[src/hw/rtl/klock_pkg.sv]
// ----------------------------------------------------------------------------
// klock_pkg
// Shared types, key codes, event codes and state layout for the keypad lock.
// ----------------------------------------------------------------------------
`default_nettype none

package klock_pkg;

  localparam int CODE_LEN = 4;
  localparam int POS_W    = $clog2(CODE_LEN + 1);

  localparam logic [7:0] KEY_ERASE   = 8'd98;
  localparam logic [7:0] KEY_SET     = 8'd112;
  localparam logic [7:0] KEY_UNLOCK  = 8'd117;
  localparam logic [7:0] KEY_LOCK    = 8'd108;
  localparam logic [7:0] KEY_DEFAULT = 8'd109;

  localparam logic [2:0] FAIL_SAT         = 3'd7;
  localparam logic [2:0] MAX_FAIL_RESET   = 3'd3;
  localparam logic [7:0] LOCK_TICKS_RESET = 8'd10;

  localparam logic CFG_MAX_FAIL   = 1'b0;
  localparam logic CFG_LOCK_TICKS = 1'b1;

  typedef enum logic [1:0] {
    MODE_ENTRY   = 2'd0,
    MODE_MENU    = 2'd1,
    MODE_SET     = 2'd2,
    MODE_LOCKOUT = 2'd3
  } mode_t;

  typedef enum logic [3:0] {
    EV_IGNORED     = 4'd0,
    EV_STORED      = 4'd1,
    EV_ERASED      = 4'd2,
    EV_ACCEPTED    = 4'd3,
    EV_REJECTED    = 4'd4,
    EV_LOCKOUT     = 4'd5,
    EV_UNLOCKED    = 4'd6,
    EV_ALREADY_OPEN = 4'd7,
    EV_LOCKED      = 4'd8,
    EV_ALREADY_LOCKED = 4'd9,
    EV_CODE_SET    = 4'd10,
    EV_TICK        = 4'd11,
    EV_LOCKOUT_OVER = 4'd12
  } event_t;

  typedef logic [CODE_LEN-1:0][7:0] code_t;

  typedef struct packed {
    mode_t            mode;
    logic             door;
    logic [POS_W-1:0] pos;
    logic [2:0]       fails;
    logic [7:0]       left;
  } lock_st_t;

endpackage

`default_nettype wire

[src/hw/rtl/klock_step.sv]
// ----------------------------------------------------------------------------
// klock_step
// Next-state and event logic for one key or tick word.
// ----------------------------------------------------------------------------
`default_nettype none

module klock_step (
  input  wire logic                 is_tick,
  input  wire logic [7:0]           key,
  input  wire klock_pkg::lock_st_t  st,
  input  wire klock_pkg::code_t     entry_buf,
  input  wire klock_pkg::code_t     stored_code,
  input  wire logic [2:0]           max_fail,
  input  wire logic [7:0]           lock_ticks,
  output klock_pkg::lock_st_t       st_nxt,
  output klock_pkg::code_t          buf_nxt,
  output logic                      code_we,
  output klock_pkg::event_t         ev
);
  import klock_pkg::*;

  logic             is_erase;
  logic [POS_W-1:0] pos_inc;
  logic             full;
  logic [2:0]       fails_inc;

  assign is_erase  = (key == KEY_ERASE);
  assign pos_inc   = st.pos + POS_W'(1);
  assign full      = (pos_inc == POS_W'(CODE_LEN));
  assign fails_inc = (st.fails != FAIL_SAT) ? st.fails + 3'd1 : st.fails;

  always_comb begin
    buf_nxt = entry_buf;
    for (int i = 0; i < CODE_LEN; i++) begin
      if (st.pos == POS_W'(i)) begin
        buf_nxt[i] = key;
      end
    end
  end

  always_comb begin
    st_nxt  = st;
    code_we = 1'b0;
    ev      = EV_IGNORED;
    if (is_tick) begin
      if (st.mode == MODE_LOCKOUT) begin
        if (st.left > 8'd1) begin
          st_nxt.left = st.left - 8'd1;
          ev          = EV_TICK;
        end else begin
          st_nxt.left = 8'd0;
          st_nxt.mode = MODE_ENTRY;
          ev          = EV_LOCKOUT_OVER;
        end
      end
    end else begin
      case (st.mode)
        MODE_ENTRY, MODE_SET: begin
          if (is_erase) begin
            if (st.pos != '0) begin
              st_nxt.pos = st.pos - POS_W'(1);
              ev         = EV_ERASED;
            end
          end else if (!full) begin
            st_nxt.pos = pos_inc;
            ev         = EV_STORED;
          end else begin
            st_nxt.pos = '0;
            if (st.mode == MODE_SET) begin
              code_we     = 1'b1;
              st_nxt.mode = MODE_ENTRY;
              ev          = EV_CODE_SET;
            end else if (buf_nxt == stored_code) begin
              st_nxt.fails = 3'd0;
              st_nxt.door  = 1'b0;
              st_nxt.mode  = MODE_MENU;
              ev           = EV_ACCEPTED;
            end else if (fails_inc >= max_fail) begin
              st_nxt.fails = 3'd0;
              st_nxt.left  = lock_ticks;
              st_nxt.mode  = MODE_LOCKOUT;
              ev           = EV_LOCKOUT;
            end else begin
              st_nxt.fails = fails_inc;
              ev           = EV_REJECTED;
            end
          end
        end
        MODE_MENU: begin
          if (key == KEY_SET) begin
            st_nxt.pos  = '0;
            st_nxt.mode = MODE_SET;
            ev          = EV_ACCEPTED;
          end else if (key == KEY_UNLOCK) begin
            st_nxt.door = 1'b1;
            ev          = st.door ? EV_ALREADY_OPEN : EV_UNLOCKED;
          end else if (key == KEY_LOCK) begin
            st_nxt.door = 1'b0;
            ev          = st.door ? EV_LOCKED : EV_ALREADY_LOCKED;
          end
        end
        default: begin
          ev = EV_IGNORED;
        end
      endcase
    end
  end

endmodule

`default_nettype wire

[src/hw/rtl/keypad_code_lock_top.sv]
// ----------------------------------------------------------------------------
// keypad_code_lock_top
// Keypad code lock: key entry, code check, menu, code change and lockout.
// ----------------------------------------------------------------------------
// Channel   Dir  Contents
// in_       in   tdata[7:0] key_code, tuser[0] opcode (0 key, 1 tick)
// out_      out  tdata: event_res, mode, door_open, entry_count,
//                failure_count, lockout_left
// cfg_      in   addr 0 max_failures, 1 lockout_ticks
//
// One word per cycle while the result side is not stalled; an accepted word is
// registered in the input register, and its result then in the result register.
// The lock state updates in the single step between input and result register.
// rst_n is synchronous; it clears state, sets the stored code to 'm' and sets the
// config to its reset values. A stalled result holds the input register; the input
// side refills while the result register drains.
`default_nettype none

module keypad_code_lock_top (
  input  wire logic        clk,
  input  wire logic        rst_n,
  input  wire logic        in_tvalid,
  output logic             in_tready,
  input  wire logic [7:0]  in_tdata,   // [7:0] key_code
  input  wire logic        in_tuser,   // [0] opcode
  output logic             out_tvalid,
  input  wire logic        out_tready,
  output logic [23:0]      out_tdata,  // [3:0] event_res, [5:4] mode, [6] door_open,
                                       // [9:7] entry_count, [12:10] failure_count,
                                       // [20:13] lockout_left, [23:21] zero
  input  wire logic        cfg_we,
  input  wire logic        cfg_addr,
  input  wire logic [7:0]  cfg_wdata
);
  import klock_pkg::*;

  logic       in_valid_r;
  logic       in_tick_r;
  logic [7:0] in_key_r;
  logic       out_free;
  logic       advance;

  lock_st_t   st_r;
  lock_st_t   st_nxt;
  code_t      buf_r;
  code_t      buf_nxt;
  code_t      code_r;
  logic       code_we;
  event_t     ev;
  logic [2:0] max_fail_r;
  logic [7:0] lock_ticks_r;

  logic        out_valid_r;
  logic [23:0] out_data_r;
  logic [23:0] out_data_nxt;

  assign out_free  = !out_valid_r || out_tready;
  assign advance   = in_valid_r && out_free;
  assign in_tready = !in_valid_r || out_free;

  always_ff @(posedge clk) begin
    if (!rst_n) begin
      in_valid_r <= 1'b0;
    end else if (in_tready) begin
      in_valid_r <= in_tvalid;
    end
  end

  always_ff @(posedge clk) begin
    if (in_tready && in_tvalid) begin
      in_tick_r <= in_tuser;
      in_key_r  <= in_tdata;
    end
  end

  always_ff @(posedge clk) begin
    if (!rst_n) begin
      max_fail_r   <= MAX_FAIL_RESET;
      lock_ticks_r <= LOCK_TICKS_RESET;
    end else if (cfg_we) begin
      case (cfg_addr)
        CFG_MAX_FAIL:   max_fail_r   <= cfg_wdata[2:0];
        CFG_LOCK_TICKS: lock_ticks_r <= cfg_wdata;
        default: ;
      endcase
    end
  end

  klock_step u_step (
    .is_tick     (in_tick_r),
    .key         (in_key_r),
    .st          (st_r),
    .entry_buf   (buf_r),
    .stored_code (code_r),
    .max_fail    (max_fail_r),
    .lock_ticks  (lock_ticks_r),
    .st_nxt      (st_nxt),
    .buf_nxt     (buf_nxt),
    .code_we     (code_we),
    .ev          (ev)
  );

  always_ff @(posedge clk) begin
    if (!rst_n) begin
      st_r <= '{mode: MODE_ENTRY, door: 1'b0, pos: '0, fails: 3'd0, left: 8'd0};
    end else if (advance) begin
      st_r <= st_nxt;
    end
  end

  always_ff @(posedge clk) begin
    if (advance) begin
      buf_r <= buf_nxt;
    end
  end

  always_ff @(posedge clk) begin
    if (!rst_n) begin
      code_r <= code_t'({CODE_LEN{KEY_DEFAULT}});
    end else if (advance && code_we) begin
      code_r <= buf_nxt;
    end
  end

  assign out_data_nxt = {3'b000, st_nxt.left, st_nxt.fails, 3'(st_nxt.pos),
                         st_nxt.door, st_nxt.mode, ev};

  always_ff @(posedge clk) begin
    if (!rst_n) begin
      out_valid_r <= 1'b0;
    end else if (out_free) begin
      out_valid_r <= in_valid_r;
    end
  end

  always_ff @(posedge clk) begin
    if (advance) begin
      out_data_r <= out_data_nxt;
    end
  end

  assign out_tvalid = out_valid_r;
  assign out_tdata  = out_data_r;

  a_left_only_in_lockout: assert property (@(posedge clk) disable iff (!rst_n)
    st_r.mode != MODE_LOCKOUT |-> st_r.left == 8'd0)
    else $error("lockout count nonzero outside lockout");

  a_pos_in_range: assert property (@(posedge clk) disable iff (!rst_n)
    st_r.pos < POS_W'(CODE_LEN))
    else $error("entry position past code length");

  a_pos_empty_menu_lockout: assert property (@(posedge clk) disable iff (!rst_n)
    (st_r.mode == MODE_MENU || st_r.mode == MODE_LOCKOUT) |-> st_r.pos == '0)
    else $error("entry buffer not empty in menu or lockout");

  a_advance_gives_result: assert property (@(posedge clk) disable iff (!rst_n)
    advance |=> out_tvalid)
    else $error("processed word produced no result");

  a_stall_holds_input: assert property (@(posedge clk) disable iff (!rst_n)
    in_valid_r && !out_free |=> in_valid_r && $stable(in_key_r) && $stable(in_tick_r))
    else $error("input word lost during output stall");

endmodule

`default_nettype wire

[config.mk]
export PLATFORM = sky130hd
export DESIGN_NAME = keypad_code_lock_top
export DESIGN_NICKNAME = d
export VERILOG_FILES = /design/src/hw/rtl/klock_pkg.sv /design/src/hw/rtl/klock_step.sv /design/src/hw/rtl/keypad_code_lock_top.sv
export SDC_FILE = /design/constraint.sdc
export NUM_CORES = 1
export LEC_CHECK = 0
export BUFFER_PORTS_ARGS = -buffer_cell sky130_fd_sc_hd__buf_2
export CELL_PAD_IN_SITES_DETAIL_PLACEMENT = 1
export CELL_PAD_IN_SITES_GLOBAL_PLACEMENT = 1
export CORE_MARGIN = 3
export CORE_UTILIZATION = 50
export DETAILED_ROUTE_END_ITERATION = 8
export GPL_TIMING_DRIVEN = 0
export PLACE_DENSITY_LB_ADDON = 0.08
export SYNTH_ARGS = -nofsm -noshare
export SYNTH_HDL_FRONTEND = slang
export SYNTH_SLANG_ARGS = --single-unit
[constraint.sdc]
create_clock -name clk -period 5.7 [get_ports clk]
set_input_delay 0.57 -clock clk [delete_from_list [all_inputs] [get_ports clk]]
set_output_delay 0.57 -clock clk [all_outputs]
set_load 0.02 [all_outputs]
# Yosys cells after proc, flatten, opt, wreduce, memory -nomap -nowiden
# Index checks and enable logic that the tools add are counted.
[classes] add_sub_neg=4 magnitude_cmp=2 eq_ne=13 n_mux=56 bitwise=1 n_reduce_logical=13
[ops] op="8-bit two-way mux" n=9
[ops] op="11-bit two-way mux" n=4
[ops] op="3-bit two-way mux" n=11
[ops] op="32-bit == test" n=1
[ops] op="8-bit by 7-bit == test with 1-bit output (second input constant)" n=4
[ops] op="4-bit two-way mux" n=8
[ops] op="2-bit two-way mux" n=8
[ops] op="1-bit two-way mux" n=13
[ops] op="6-bit one-hot mux with 2 select lines" n=1
[ops] op="8-bit by 1-bit > comparator with 1-bit output (second input constant)" n=1
[ops] op="4-bit one-hot mux with 2 select lines" n=1
[ops] op="8-bit by 1-bit subtractor with 8-bit output (second input constant)" n=1
[ops] op="7-bit two-way mux" n=1
[ops] op="3-bit by 1-bit adder with 3-bit output (second input constant)" n=2
[ops] op="3-bit by 2-bit == test with 1-bit output (second input constant)" n=2
[ops] op="2-bit == test (second input constant)" n=2
[ops] op="2-bit AND reduction" n=2
[ops] op="3-bit by 1-bit == test with 1-bit output (second input constant)" n=1
[ops] op="3-bit == test (second input constant)" n=1
[ops] op="3-bit greater-or-equal comparator" n=1
[ops] op="1-bit logical AND" n=3
[ops] op="3-bit zero test" n=1
[ops] op="3-bit != test (second input constant)" n=1
[ops] op="3-bit nonzero test" n=1
[ops] op="other kinds (7)" n=9
[word_totals] ff_bits=124 input_bits=23 out_inout_bits=26 elab_cells=109

# Depth between registers and ports, before layout
# Gate-level depths: netlist of run 1.
[logic_depth] word_depth=10 depth_mapped=14 mapped_depth_nobuf=11

# Cells and area by module
# From an unflattened synthesis of run 1, not the netlist that was laid out.
[unflattened] cells_unflattened=671 hier_area_um2=6611.3
[by_module_without_submodules] mod="keypad_code_lock_top" instances=1 cells_per_inst=340 area_each_um2=4361.7 seq_area_each_um2=3103.0
[by_module_without_submodules] mod="klock_step" instances=1 cells_per_inst=331 area_each_um2=2249.7 seq_area_each_um2=0.0

# Worst setup path after synthesis of run 1
# Ideal clock, no wire load.
[synth_path] kind="input to register" from="in out_tready" to="reg st_r[5] (netlist bit)" setup_ns=0.088 arrival_time_ns=3.102 t_required_ns=5.612 slack_ns=2.510 cell_stages=7 n_path_buf=2 path_cell_list="nor2b_1 > nand2b_1 > clkbuf_1 > inv_1 > clkbuf_1 > o21ai_0 > a211oi_1"
[synth_via] elab_chain_cells=2
[synth_rtl] item="from (decl)" line="keypad_code_lock_top.sv:27" source="input wire logic out_tready,"
[synth_rtl] item="1-bit logical OR" line="keypad_code_lock_top.sv:57" source="assign out_free = !out_valid_r || out_tready;"
[synth_rtl] item="1-bit logical AND" line="keypad_code_lock_top.sv:58" source="assign advance = in_valid_r && out_free;"
[synth_rtl] item="named net advance" line="keypad_code_lock_top.sv:41" source="logic advance;"
[synth_rtl] item="to (signal assigned)" line="keypad_code_lock_top.sv:105" source="st_r <= '{mode: MODE_ENTRY, door: 1'b0, pos: '0, fails: 3'd0, left: 8'd0};"
[synth_rtl] item="to (signal assigned)" line="keypad_code_lock_top.sv:107" source="st_r <= st_nxt;"
[synth_rtl] item="to (decl)" line="keypad_code_lock_top.sv:43" source="lock_st_t st_r;"
# The timed path passes the listed nets, and every way through them passes these cells.
# A chain may end at the register's enable or synchronous reset.

==> metrics list, run 1 <==
- Among all flip-flop cells after synthesis, the most frequent one is sky130_fd_sc_hd__edfxtp_1.
* Portion of the clock cycle consumed by the worst path in the final layout: 0.661
- Max-Cap Viols: 0
- Count of unresolved DRC violations after routing: 0
- Worst r2r dst: out_tdata[17]
* Clock-pin transition on the worst setup and hold timing paths: 60 ps
- IO Count: 49
- The most critical setup path has its endpoint at out_tdata[17].
* Number of clock sinks: 124
- Violation count after the first detailed-routing iteration: 598
* FFs w/ async S/R, synth: 0
- Clock latency on the worst-skew pair, taken at its later pin, is 420 ps.
- Library cell with the highest instance count after synthesis: sky130_fd_sc_hd__nand2_1
* Max IR drop VDD: 0.300 mV
- Cell taking the most area after synthesis: sky130_fd_sc_hd__edfxtp_1
* Data arrival time of the critical path: 3890 ps
- At the pin with the least slew margin, the transition time is 1290 ps.
- Crit Path Max Fanout: 8
* Worst r2r path cells: 11
- Cell internal power was estimated by the tool at 1.67 mW.
- The largest single stage delay on the critical path is 580 ps.
- Dividing the detail-routed wire length by the instance count gives 21.5 µm.
- Proportion of power drawn by the clock network: 0.448
- Reg2Reg Setup Slack: 1930 ps
- Clock tree synthesis selected as its root buffer the cell sky130_fd_sc_hd__clkbuf_16.
- On the critical path, the stage with the largest delay is an instance of sky130_fd_sc_hd__nor4_4.
* Final-stage net count: 803
* Reported net switching power: 0.589 mW
- Cell total after placement: 916
* Data required, critical path: 5830 ps
* Instance count along the most critical hold path: 1
- Yosys attributes the largest share of cell area to sky130_fd_sc_hd__edfxtp_1, sky130_fd_sc_hd__dfxtp_1, sky130_fd_sc_hd__nand2_1.
* Die W: 120 µm
* Hold/Removal Path Class: in2reg
- The final layout contains routed wiring with a total length of 20400 µm.
* Post-DR vias/cell: 6.13
- PwrDens: 301 nW/µm²
- Element type at the critical path end: flip-flop
* CTS tree: built
- The count of final max-slew check failures is 0.
- Via count of the first global-routing pass: 5991
- CP cell instances: ha_1 -> ha_1 -> buf_6 -> mux2_2 -> xor2_1 -> a221oi_1 -> nand4_1 -> nor4_4 -> nand2_1 -> nand2_1 -> o311ai_0
- Buffers placed on the I/O ports in this run total 44.
* Post-DP HPWL: 14200 µm
- ANT cells: 0
- Part of the power in combinational logic: 0.106
- For this run, the top clock speed supported by timing is 266 MHz.
- Compared with the post-synthesis result, the final layout area differs by 15.2%.
- Htree depth: 4
- Buffer levels on the longest clock path: 2
* Avg Synthesized Cell Area: 9.25 µm²
- The region available for standard cell placement spans 12400 µm².
- Of the total power, the share spent switching nets is 0.261.
- Vias after detailed routing: 5813
- Entering global routing, the biggest net connects 63 pins.
- Distinct cells, synth: 72
- LEAKAGE: 2.95 nW
- Setup violations remaining at the end of the flow were counted as 0.
- Final Skew: 8.52 ps
- In the global route stage, overall resource usage came out at 0.293.
- Of the cells placed in the final design, the portion with a size suffix greater than 1 is 0.147.
- The total overflow left after global routing is 0.
- In this run, post-CTS hold repair placed 0 buffers.
- STA classifies the critical path startpoint as a flip-flop.
- Post-Route Hold Slack: 322 ps
- Number of enable flip-flop cells after synthesis: 62
* Number of cells produced by synthesis: 702
- Site row count: 40
* Worst setup path category: reg2reg
- Unrepaired setup endpoints after global routing: no
- Fill cells in the final layout number 1435.
* Synthesized area: 6490 µm²
* Number of warning messages in the yosys log: 0
- The startpoint identified for the worst register-to-register timing path is st_r[11].
- The initial antenna violation count came to 0.
- Buffers inserted by post-CTS timing repair: 0
- In this run the worst setup path begins at st_r[11].
* Total power after layout: 2.25 mW
- Seq/Total Area, Yosys: 0.478
- Setup TNS after final layout: 0 ps
- Area of the multi-input gates: 3070 µm²
- Wire length of the first global-routing pass: 32400 µm
- Once detail routing completed, the nets flagged for antenna violations numbered 0.
* Result of the run: finished clean
* Initial cell density of the core: 0.525
- The worst path in the final design needs a cycle of 3770 ps, including I/O delays and setup.
* Post-synthesis register bit count: 124
- The pre-antenna-repair detailed-routing pass consisted of 8 iterations.
* Routability congestion estimate from global placement: 0.903
- Once the clock tree was built, the resizer swapped 0 gates to a different size.
* Vertical die dimension: 120 µm
- The worst pin sits at a relative slew slack of 0.133.
- Full die area: 14400 µm²
- By count the netlist is led by sky130_fd_sc_hd__nand2_1, sky130_fd_sc_hd__dfxtp_1, sky130_fd_sc_hd__edfxtp_1.
* Count of endpoints failing hold in the final timing report: 0
- TritonCTS created 17 clock buffers.
- Proportion of netlist area held by the largest area contributor: 0.287
- Seq. cell area: 3100 µm²
- Non-filler cells, final: 948
* Flop pwr share: 0.446
cells in the final DEF (no fill, tap or decap), types with 4 or more instances in the layout:
| cell | instances |
|---|---|
| sky130_fd_sc_hd__a211oi_1 | 5 |
| sky130_fd_sc_hd__a21oi_1 | 21 |
| sky130_fd_sc_hd__a31oi_1 | 8 |
| sky130_fd_sc_hd__buf_2 | 50 |
| sky130_fd_sc_hd__buf_4 | 4 |
| sky130_fd_sc_hd__buf_6 | 5 |
| sky130_fd_sc_hd__clkbuf_1 | 30 |
| sky130_fd_sc_hd__clkbuf_16 | 17 |
| sky130_fd_sc_hd__clkinv_2 | 5 |
| sky130_fd_sc_hd__clkinvlp_4 | 4 |
| sky130_fd_sc_hd__dfxtp_1 | 62 |
| sky130_fd_sc_hd__edfxtp_1 | 62 |
| sky130_fd_sc_hd__ha_1 | 13 |
| sky130_fd_sc_hd__inv_1 | 26 |
| sky130_fd_sc_hd__mux2_2 | 9 |
| sky130_fd_sc_hd__mux2i_1 | 12 |
| sky130_fd_sc_hd__nand2_1 | 121 |
| sky130_fd_sc_hd__nand2b_1 | 6 |
| sky130_fd_sc_hd__nand3_1 | 28 |
| sky130_fd_sc_hd__nand3b_1 | 19 |
| sky130_fd_sc_hd__nand4_1 | 8 |
| sky130_fd_sc_hd__nor2_1 | 54 |
| sky130_fd_sc_hd__nor2b_1 | 18 |
| sky130_fd_sc_hd__nor3_1 | 19 |
| sky130_fd_sc_hd__nor4_1 | 4 |
| sky130_fd_sc_hd__o211ai_1 | 17 |
| sky130_fd_sc_hd__o21ai_0 | 44 |
| sky130_fd_sc_hd__o22ai_1 | 4 |
| sky130_fd_sc_hd__o31ai_1 | 4 |
| sky130_fd_sc_hd__or3_1 | 8 |
| sky130_fd_sc_hd__xnor2_1 | 7 |
| sky130_fd_sc_hd__xor2_1 | 12 |
registers in the layout, summed over array words and instances, names as in the netlist:
signal / count
buf_r: 32
lock_ticks_r: 8
max_fail_r: 3
in_valid_r: 1
code_r: 32
st_r: 17
out_tvalid: 1
out_tdata: 21
in_tick_r: 1
in_key_r: 8
metrics by stage:
stage                     setup slack [ps]   util  area, µm²
final                                 1930  0.605       7480
after global routing                  1740  0.605       7480
after CTS                             1940  0.605       7480
after detailed placement              1990  0.561       6930
after global placement                 951  0.561       6930
after floorplan                       2510      -       6500
cells by family (layout without fill, tap and decap cells):
family / Yosys count / count (layout) / share of synthesized area
xor+xnor: 20 / 20 / 0.0281
flops: 124 / 124 / 0.478
mux: 25 / 25 / 0.0432
compound gates: 141 / 141 / 0.143
fa+ha+maj: 13 / 13 / 0.0251
buf+inv: 72 / 148 / 0.0509
simple gates: 306 / 306 / 0.231
other cells: 1 / 3 / 0.000578
power groups by stage:
stage	registers [mW]	logic (mW)	clock network, mW
6_report	1.00	0.240	1.01
5_1_grt	1.01	0.262	1.06
4_1_cts	1.00	0.238	1.01
3_5_place_dp	1.02	0.234	0
3_3_place_gp	1.02	0.223	0
2_1_floorplan	1.02	0.152	0
cell type report:
type                            instances  area share
Timing Repair Buffer                   44      0.0294
Tap cell                              168      0.0281
Inverter                               27      0.0136
Clock buffer                           20      0.0597
Sequential cell                       124       0.415
Multi-Input combinational cell        508       0.410
Clock inverter                         12      0.0131
Buffer                                 45      0.0311
critical path, delay by kind of cell (launching register included):
| family | cells | cell delay [ps] |
|---|---|---|
| DFF | 1 | 440 |
| muxes | 1 | 380 |
| and+or+nand+nor | 4 | 1410 |
| buffers and inverters | 1 | 160 |
| adders and majority gates | 2 | 350 |
| xor gates and xnor gates | 1 | 160 |
| AOI/OAI and AO/OA | 2 | 550 |
worst min path at each step:
stage	from	slack, ps	to
after floorplan	lock_ticks_r[4]	440	lock_ticks_r[4]
after global placement	lock_ticks_r[0]	450	lock_ticks_r[0]
after detailed placement	lock_ticks_r[0]	460	lock_ticks_r[0]
after CTS	in_tdata[7]	310	in_key_r[7]
after global routing	in_tuser	310	in_tick_r
final	in_tuser	320	in_tick_r
metal layers:
metal,vias to the layer above,track usage,share of wire
li1,2635,-,-
met5,-,0,0
met1,2879,0.388,0.42
met3,36,0.0759,0.078
met4,0,0.0945,0.019
met2,263,0.469,0.48
Power figures use the tool's default switching activity.
==> run 2, diff against run 1 <==
ABC_AREA = 1   (was default)
CORE_UTILIZATION = 41   (was 50)
clock period = 3.4 ns   (was 5.7 ns; I/O delays follow)
==> run 2 against run 1 <==
Effect of this change: core utilization fell by 11 points; total power increased by 85%; routed wire length shrank 5.4%; critical endpoint is now st_r[1]; register-to-register slack got worse by 1700 ps; die area up 19%; sequential cell count is the same; sequential share of layout area is essentially flat; sequential power rose by 71%; setup slack lost 1700 ps; first-iteration DRC count shrank 36%; highest routed layer unchanged; non-clock buffer count shrank 18.
==> metrics list, run 2 <==
- Result of the run: finished clean (unchanged)
* Synthesized area: 6390 µm² (was 6490 µm²)
- The root buffer cell was sky130_fd_sc_hd__clkbuf_16 (unchanged).
- IO Count: 49 (unchanged)
- Ratio of cells with drive above 1 in the final layout: 0.120 (was 0.147)
* Pins over their slew limit: 0 (unchanged)
- Crit Path Max Fanout: 10 (was 8)
* CP cell instances: inv_4 -> buf_4 -> ha_1 -> buf_2 -> inv_2 -> nand2_1 -> nand2_1 -> nand2_1 -> nand2_1 -> nand3_1 -> nor2_1 -> nand3_1 -> nor2_2 -> nand2_4 -> nand3b_4 -> nand2_1 -> nand3_1 -> nand2_1 -> o21bai_1 -> inv_1 (was ha_1 -> ha_1 -> buf_6 -> mux2_2 -> xor2_1 -> a221oi_1 -> nand4_1 -> nor4_4 -> nand2_1 -> nand2_1 -> o311ai_0)
- Avg Synthesized Cell Area: 7.91 µm² (was 9.25 µm²)
- Layout fillers: 1874 (was 1435)
* Proportion of netlist area held by the largest area contributor: 0.291 (was 0.287)
- Post-Route Hold Slack: 82.7 ps (was 322 ps)
- The total power consumption of the routed design came to 4.17 mW (was 2.25 mW).
* Cell taking the most area after synthesis: sky130_fd_sc_hd__edfxtp_1 (unchanged)
* Worst setup path category: reg2reg (unchanged)
* Final setup violation count: 0 (unchanged)
- Wire length of the first global-routing pass: 31500 µm (was 32400 µm)
- The area growth from synthesis to layout is 17.2% (was 15.2%).
- Post-synthesis register bit count: 124 (unchanged)
- The maximum operating frequency is 319 MHz (was 266 MHz).
- Final Skew: 16.0 ps (was 8.52 ps)
- Number of antenna violations at the first check in global routing: 0 (unchanged)
- Most common cell on crit path: sky130_fd_sc_hd__nand2_1
- The power per cell area was 557 nW/µm² (was 301 nW/µm²).
* Global-route congestion overflow total: 0 (unchanged)
- The CTS tree is built (unchanged).
- Unrepaired setup endpoints after global routing: no (unchanged).
- Place WS: 176 ps (was 1990 ps)
- Setup TNS after final layout: 0 ps (unchanged)
- The area of the die came to 17100 µm² (was 14400 µm²).
- Count of unresolved DRC violations after routing: 0 (unchanged)
* Data required, critical path: 3720 ps (was 5830 ps)
- Portion of the clock cycle consumed by the worst path in the final layout: 0.922 (was 0.661)
- Post-DR vias/cell: 5.39 (was 6.13)
- The number of synthesized flops with an enable pin came to 62 (unchanged).
- Top library cells by usage in the layout, fill and taps aside: sky130_fd_sc_hd__nand2_1, sky130_fd_sc_hd__inv_1, sky130_fd_sc_hd__nand3_1 (was sky130_fd_sc_hd__nand2_1, sky130_fd_sc_hd__edfxtp_1, sky130_fd_sc_hd__dfxtp_1).
- The horizontal extent of the die is 131 µm (was 120 µm).
- The gate count of the mapped netlist came to 808 (was 702).
- Final-stage net count: 909 (was 803)
* Routability congestion estimate from global placement: 0.856 (was 0.903)
- Element type at the critical path end: flip-flop (unchanged)
- Maximum number of pins on one net before global-route repair: 63 (unchanged)
* Avg WL per Cell: 18.0 µm (was 21.5 µm)
- Count of input and output buffers: 44 (unchanged)
* Distinct cells, synth: 40 (was 72)
- The chip height was 131 µm (was 120 µm).
- The dominant register cell in the synthesized netlist is sky130_fd_sc_hd__edfxtp_1 (unchanged).
- The number of buffers inserted by hold repair at cts came to 0 (unchanged).
- LEAKAGE: 3.55 nW (was 2.95 nW)
- The first-pass detailed-route iteration total is 5 (was 8).
- Seq/Total Area, Yosys: 0.485 (was 0.478)
- Number of warning messages in the yosys log: 0 (unchanged)
- The slowest stage cell on the critical path was sky130_fd_sc_hd__dfxtp_2 (was sky130_fd_sc_hd__nor4_4).
- The number of setup buffers added after CTS came to 0 (unchanged).
- The maximum buffer depth of the clock tree came to 2 (unchanged).
- The clock period minus worst slack came to 3130 ps (was 3770 ps).
- The number of violations reported at the end of detailed-routing iteration 0 came to 381 (was 598).
- Largest cells by area after synthesis: sky130_fd_sc_hd__edfxtp_1, sky130_fd_sc_hd__dfxtp_1, sky130_fd_sc_hd__nand2_1 (unchanged)
* Antenna Nets Post-Route: 0 (unchanged)
- The total clock sinks came to 124 (unchanged).
- The insertion delay of the later-clocked pin in the worst-skew pair came to 440 ps (was 420 ps).
- Max-Cap Viols: 0 (unchanged)
- The count of H-tree levels built during CTS came to 4 (unchanged).
- The delay of the slowest cell on the worst path was 430 ps (was 580 ps).
- Crit start category: flip-flop (unchanged)
* Final WS setup: 267 ps (was 1930 ps)
- Vias after detailed routing: 5779 (was 5813)
* Data arrival time of the critical path: 3450 ps (was 3890 ps)
* Final routed wirelength across all metal layers: 19300 µm (was 20400 µm)
- Site row count: 45 (was 40)
- Initial cell density of the core: 0.420 (was 0.525)
- Area inside the core boundary: 15200 µm² (was 12400 µm²)
* Total global-route track usage: 0.242 (was 0.293)
* Most common cell after layout, fill and taps aside: sky130_fd_sc_hd__nand2_1 (unchanged)
- The dominant cell by count in the synthesized netlist is sky130_fd_sc_hd__nand2_1 (unchanged).
- The count of cells resized by post-cts repair is 0 (unchanged).
- FFs w/ async S/R, synth: 0 (unchanged)
* Transition time at the pin with the least slew margin: 931 ps (was 1290 ps)
- The final non-filler cell total is 1073 (was 948).
- Ranking of synthesized cells by instance count: sky130_fd_sc_hd__nand2_1, sky130_fd_sc_hd__inv_1, sky130_fd_sc_hd__nand3_1 (was sky130_fd_sc_hd__nand2_1, sky130_fd_sc_hd__dfxtp_1, sky130_fd_sc_hd__edfxtp_1).
* Via count of the first global-routing pass: 6006 (was 5991)
- Post-DP HPWL: 13600 µm (was 14200 µm)
- The path category of the worst min-delay check is in2reg (unchanged).
- The number of hold violations in the final report came to 0 (unchanged).
- The setup slack on the worst flop-to-flop path came to 270 ps (was 1930 ps).
- The clock input transition at the sequential cells of the worst setup and hold paths is 50 ps (was 60 ps).
- ANT cells: 0 (unchanged)
* Worst rel slew slack: 0.379 (was 0.133)
- Number of CTS-inserted buffers: 17 (unchanged)
* Cell total after placement: 1042 (was 916)
- Max IR drop VDD: 0.349 mV (was 0.300 mV)
[run 2: cell families after synthesis]
group | after synthesis | share of synthesized area
buf+inv | 128 | 0.0818
compound gates | 123 | 0.107
xor+xnor | 6 | 0.00822
simple gates | 413 | 0.291
flops | 124 | 0.485
other cells | 1 | 0.000587
fa+ha+maj | 13 | 0.0254
[run 2: layout make-up]
class                           instances  area, µm²  share of cell area
Sequential cell                       124       3100               0.414
Multi-Input combinational cell        558       2770               0.370
Clock buffer                           20        437              0.0583
Inverter                              101        382              0.0510
Clock inverter                         11        193              0.0257
Buffer                                 27        145              0.0194
Tap cell                              188        235              0.0314
Timing Repair Buffer                   44        220              0.0294
[run 2: power by group]
group | total (mW) | internal [mW] | switching, mW
logic | 0.489 | 0.148 | 0.341
clock network | 1.98 | 1.29 | 0.683
registers | 1.71 | 1.66 | 0.0509
[run 2: critical path, delay by kind of cell, from the launching register on]
family | cells | cell delay, ps
AND/OR/NAND/NOR | 13 | 1430
buffers and inverters | 5 | 780
flip-flops | 1 | 430
adder cells (fa/ha/maj) | 1 | 200
AO/OA/AOI/OAI | 1 | 180
[run 2: stage by stage]
step / util / instance area (µm²)
after floorplan: - / 6400
after global placement: 0.451 / 6860
after detailed placement: 0.451 / 6860
after CTS: 0.493 / 7490
after global routing: 0.493 / 7490
final: 0.493 / 7490
[run 2: final timing paths]
| path | start | depth (start not counted) | to |
|---|---|---|---|
| hold / removal | in_tdata[7] | 1 | in_key_r[7] |
| setup reg to reg | st_r[13] | 20 | st_r[1] |
| setup / recovery | st_r[13] | 20 | st_r[1] |
| hold reg to reg | lock_ticks_r[2] | 2 | lock_ticks_r[2] |
[run 2: per-layer routing]
metal | GRT usage | up-vias | routed length (µm)
li1 | - | 2802 | -
met1 | 0.322 | 2832 | 8950
met2 | 0.392 | 127 | 9260
met3 | 0.0589 | 18 | 829
met4 | 0.0696 | 0 | 257
met5 | 0 | - | 0
